$ cat config.mk
export PLATFORM = sky130hd
export DESIGN_NAME = cscos_cell
export DESIGN_NICKNAME = d
export VERILOG_FILES = /design/src/design/cscos_pkg.sv /design/src/design/cscos_cell.sv
export SDC_FILE = /design/constraint.sdc
export NUM_CORES = 1
export LEC_CHECK = 0
export ABC_AREA = 0
export BUFFER_PORTS_ARGS = -buffer_cell sky130_fd_sc_hd__buf_2
export CORE_MARGIN = 2
export CORE_UTILIZATION = 28
export CTS_CLUSTER_DIAMETER = 40
export DETAILED_ROUTE_END_ITERATION = 10
export GPL_TIMING_DRIVEN = 0
export PLACE_DENSITY = 0.57
export SLEW_MARGIN = 20
export SYNTH_ARGS = -nofsm -noshare
export SYNTH_HDL_FRONTEND = slang
export SYNTH_SLANG_ARGS = --single-unit
$ cat constraint.sdc
create_clock -name clk_i -period 2.95 [get_ports clk_i]
set_input_delay 0.59 -clock clk_i [delete_from_list [all_inputs] [get_ports clk_i]]
set_output_delay 0.59 -clock clk_i [all_outputs]
set_load 0.02 [all_outputs]
$ cat src/design/cscos_pkg.sv
// Package for the CORDIC sine and cosine block: vector type, constants and arctangent table.
package cscos_pkg;

  // Width of the angle and of both vector components.
  localparam int unsigned DW = 32;
  // Width of the residual angle in radians, signed 2.30 with headroom.
  localparam int unsigned ZW = 33;

  localparam logic [DW-1:0] QUARTER_TURN = 32'h4000_0000;
  localparam logic [DW-1:0] HALF_TURN    = 32'h8000_0000;
  localparam logic [DW-1:0] TAU_Q28      = 32'h6487_ED51;
  localparam logic [DW-1:0] GAIN_K       = 32'h26DD_3B6A;

  // Arctangent of 2^-i in radians, signed 2.30 format.
  localparam logic [DW-1:0] ATAN_TAB [32] = '{
    32'h3243F6A8, 32'h1DAC6705, 32'h0FADBAFC, 32'h07F56EA6,
    32'h03FEAB76, 32'h01FFD55B, 32'h00FFFAAA, 32'h007FFF55,
    32'h003FFFEA, 32'h001FFFFD, 32'h000FFFFF, 32'h0007FFFF,
    32'h0003FFFF, 32'h0001FFFF, 32'h0000FFFF, 32'h00007FFF,
    32'h00003FFF, 32'h00001FFF, 32'h00000FFF, 32'h000007FF,
    32'h000003FF, 32'h000001FF, 32'h000000FF, 32'h0000007F,
    32'h0000003F, 32'h0000001F, 32'h0000000F, 32'h00000008,
    32'h00000004, 32'h00000002, 32'h00000001, 32'h00000000
  };

  // State that one pipeline stage hands to the next.
  typedef struct packed {
    logic [DW-1:0] x;
    logic [DW-1:0] y;
    logic [ZW-1:0] z;
    logic          fold;
  } cscos_vec_t;

endpackage

$ cat src/design/cscos_cell.sv
// One rotation-mode CORDIC step with its own pipeline register and handshake.
module cscos_cell
  import cscos_pkg::*;
#(
  parameter int SHIFT = 0
) (
  input  logic       clk_i,
  input  logic       rst_ni,
  input  logic       valid_i,
  output logic       ready_o,
  input  cscos_vec_t vec_i,
  output logic       valid_o,
  input  logic       ready_i,
  output cscos_vec_t vec_o
);

  localparam logic [DW-1:0] ATAN = ATAN_TAB[SHIFT[4:0]];

  logic          valid_q, valid_d;
  cscos_vec_t    vec_q, vec_d;
  logic [DW-1:0] dx, dy;
  logic [ZW-1:0] da;

  assign ready_o = !valid_q || ready_i;

  // Rotate toward zero residual angle; a non-negative residual turns counterclockwise.
  always_comb begin
    dx = $unsigned($signed(vec_i.y) >>> SHIFT);
    dy = $unsigned($signed(vec_i.x) >>> SHIFT);
    da = {{(ZW-DW){1'b0}}, ATAN};
    vec_d.fold = vec_i.fold;
    if (!vec_i.z[ZW-1]) begin
      vec_d.x = vec_i.x - dx;
      vec_d.y = vec_i.y + dy;
      vec_d.z = vec_i.z - da;
    end else begin
      vec_d.x = vec_i.x + dx;
      vec_d.y = vec_i.y - dy;
      vec_d.z = vec_i.z + da;
    end
    valid_d = ready_o ? valid_i : valid_q;
  end

  always_ff @(posedge clk_i or negedge rst_ni) begin
    if (!rst_ni) begin
      valid_q <= 1'b0;
    end else begin
      valid_q <= valid_d;
    end
  end

  always_ff @(posedge clk_i) begin
    if (ready_o && valid_i) begin
      vec_q <= vec_d;
    end
  end

  assign valid_o = valid_q;
  assign vec_o   = vec_q;

endmodule

Word level (Yosys, flattened, before mapping) --
Cells that the tools add are included.
Operators by class: reductions and logical operators 3, multiplexer cells 1, $add $sub $neg 5
Operator list (number):
- $mux 97 | 1
- $sub 32x32->32 | 2
- $add 33x30->33 const B | 1
- $sub 33x30->33 const B | 1
- $add 32x32->32 | 1
- $logic_and 1x1->1 | 1
- $logic_not 1->1 | 1
- $logic_or 1x1->1 | 1
Word-level totals: bits of input ports 102, word-level logic and storage cells 14, bits in registers 99, output and inout port bits 100

Longest topological paths before layout --
word-level depth 3, mapped depth 12

Worst setup path before layout --
Ideal clock, no wire load.
path type input to register, from input vec_i[33] (netlist bit), to register vec_q (netlist bit vec_o[27]), data pin, library setup time 263 ps, required time 2687 ps, path slack -691 ps, cell stages on the path 12, arrival 3378 ps, path through clkinv_1 -> clkbuf_1 -> ha_1 -> a211oi_2 -> nor4_1 -> o41ai_2 -> nor3_1 -> o221a_2 -> o41ai_4 -> o21bai_1 -> a21oi_1 -> xnor2_1
RTL lines:
- start: declaration | RTL line cscos_cell.sv:11 | input cscos_vec_t vec_i,
- end signal: assignment | RTL line cscos_cell.sv:54 | vec_q <= vec_d;
- end: declaration | RTL line cscos_cell.sv:20 | cscos_vec_t vec_q, vec_d;

==> results.ini <==
[logic_synthesis]
ys_async_sr_fraction = 0.0102
syn_inst = 1120
synth-edff-count = 97
yosysWarnings = 0
synth_area_per_cell_um2 = 8.74
yosysSeqAreaShare = 0.300
synth-main-ff-cell = edfxtp_1
syn_area_mm2 = 0.00979
synth.distinct_cells = 82
synth-seq-cells = 98
synth_fp_nets = 1348

[grt]
antenna_found_initial = 1
grt_overflow = 0
grt_max_degree = 51
grt_pass1_vias = 9373
grt_pass1_wl_mm = 52.3
grtUsageTotal = 0.186

[timing]
hold_viol = 0
worst_slack_ns = -0.0737
hold_ws_ns = 0.392
tightest_slew_ns = 0.993
relSlewSlack = 0.338
post-route-min-period_ns = 3.02
rsz0062_at_grt = true
drv_slew = 0
skew_ns = 0.0186
setup_viol = 4
fmax_ghz = 0.331
min_period_over_period = 1.02

[detailed_routing]
vias = 9536
dr.pass1.iters = 6
drcViolationCount = 0
wl_mm = 35.1
wl_per_cell_um = 19.0
ant_nets = 0
avgViaCountPerCell = 5.16
first_iter_violations = 682

[clock_network]
numCtsBuffers = 9
cts_max_level = 3
path_clk_slew_ns = 0.09
root_buffer = clkbuf_16
clock-sinks = 98
cts_tree = yes
cts_max_path_buffers = 2
insertion_delay_ns = 0.38

[cells_and_area]
drive_gt1_frac = 0.304
antenna_cells = 0
areaGrowthSynthToFinish_pct = 34.9
multi_input_area_mm2 = 0.00716
seqCellArea_mm2 = 0.00294
fillers = 3513
nets = 1615

[worst_setup_path]
critPathLaunchType = input port
rr_worst_depth = 3
endpoint = vec_o[54]
cp_max_fo = 3
arrival_ns = 3.25
rrSetupSlack_ns = 1.15
required_ns = 3.17
worstSetupStartpoint = vec_i[66]
critPathKind = in2reg
cp-end-kind = flip-flop
r2r-end = vec_o[37]
r2r_start = valid_o

[outcome]
violations = setup timing
status = complete, but fails checks

[place]
pre_cts_slack_ns = -1.27
hpwlAfterDp_mm = 26.7
gp_congestion = 0.913
place.port_buffers = 201

[pwr]
finalPower_mw = 5.58
ir_worst_vdd_uv = 316
p_leak_nw = 5.73
p_per_area_mw_per_mm2 = 423

[die]
fp.dieH_um = 191
fp.coreArea_mm2 = 0.0345
num_rows = 68
start_util = 0.284
fp.dieW_um = 191
dieArea_mm2 = 0.0365
io_pins = 202

[run]
maxCapViolations = 0

[hold_path]
hp-class = in2reg

-- where the power goes --
group | internal, mW | switching, mW
logic | 0.978 | 1.50
clock network | 0.671 | 0.610
registers | 1.77 | 0.0461
-- worst min-delay path by stage --
stage,start,to,slack (ns),depth (start not counted)
5_1_grt,vec_i[2],vec_o[2],0.38,1
4_1_cts,vec_i[2],vec_o[2],0.38,1
3_5_place_dp,rst_ni,valid_o,0.37,1
3_3_place_gp,rst_ni,valid_o,0.37,1
6_report,vec_i[2],vec_o[2],0.39,1
2_1_floorplan,rst_ni,valid_o,0.29,0
-- logic make-up after synthesis --
group           Yosys count  synth area share
compound gates          372             0.251
xor+xnor                 85            0.0761
fa+ha+maj               126             0.164
buf+inv                 150            0.0598
flops                    98             0.300
mux                      11            0.0113
simple gates            278             0.138
-- metal layers --
metal,wire [um],global-route usage,up-vias
li1,-,-,4590
met1,14900,0.237,4484
met2,16500,0.312,380
met3,2500,0.0301,80
met4,1160,0.0769,2
met5,11,0,-
-- worst max-delay path, stage by stage --
cell and delay (ns):
buf_6 0.11, ha_4 0.16, fa_2 0.36, and4b_2 0.34, a211oi_2 0.05, o21bai_2 0.24
o311ai_4 0.13, a311oi_2 0.38, a41oi_2 0.20, o311a_1 0.37, a21oi_2 0.13, xor2_1 0.19
-- cells in the mapped netlist, types with 9 or more instances --
cell type    n  area (um^2)
edfxtp_1    97         2910
xor2_1      20          175
mux2i_1     11          110
nand2b_1    15         93.8
a21o_1      36          270
o21a_1      12         90.1
nor3_1      19         95.1
nor2_1      90          338
o211ai_1    13         97.6
o31ai_1      9         67.6
a21oi_1    124          621
o21bai_1    23          173
inv_1      102          383
buf_1       10         37.5
ha_1       122         1530
o21ai_0     67          335
a211oi_1    13         97.6
nand3_1     21          105
nor2b_1     14         87.6
clkbuf_1    24         90.1
and2_1      10         62.6
nand4_1     11         68.8
nand2_1     60          225
xnor2_1     65          569
-- flip-flops by register name, indices dropped and copies added, names as in the netlist --
signal	flops
vec_o	97
valid_o	1
-- stage by stage --
stage / area [um^2] / TNS (ns) / utilization / cells
final: 13200 / -0.149 / 0.383 / 1847
after global routing: 13200 / -1.07 / 0.383 / 1847
after CTS: 12400 / -0.226 / 0.360 / 1813
after detailed placement: 11600 / -43.43 / 0.335 / 1777
after global placement: 11500 / -50.96 / 0.334 / 1776
after floorplan: 9950 / -0.515 / - / 1120
-- final cells by class --
class / count / share of cell area
Clock buffer: 10 / 0.0174
Tap cell: 455 / 0.0431
Clock inverter: 6 / 0.00550
Buffer: 42 / 0.0196
Multi-Input combinational cell: 872 / 0.543
Timing Repair Buffer: 257 / 0.116
Sequential cell: 98 / 0.223
Inverter: 107 / 0.0329
-- what timing repair did --
action,CTS,global route
endpoints found under the setup margin,57,35
pin swaps,33,60
buffers inserted,18,36
hold buffers,1,0
gates cloned,1,1
endpoints found under the hold margin,1,0
resized for setup,85,108
-- cell usage in the layout (no fill, tap or decap), types with 5 or more instances in the layout --
master,n
ha_1,104
nand2_1,59
clkbuf_16,11
inv_1,96
xor2_1,20
o21ai_0,56
nand3_1,18
o21a_1,12
o21bai_1,20
xnor2_1,65
a211oi_1,11
clkbuf_2,7
a21oi_2,5
edfxtp_1,97
inv_2,8
mux2i_1,11
buf_6,6
nor2_1,88
a21o_1,35
a21oi_1,115
nand2b_1,14
o211ai_1,13
nand4_1,11
and2_1,8
nor3_1,13
buf_1,6
and3_1,7
o31ai_2,5
buf_2,198
ha_4,15
clkbuf_1,14
nor2b_1,12
o21ai_1,10
buf_4,58
Power figures use the tool's default switching activity.
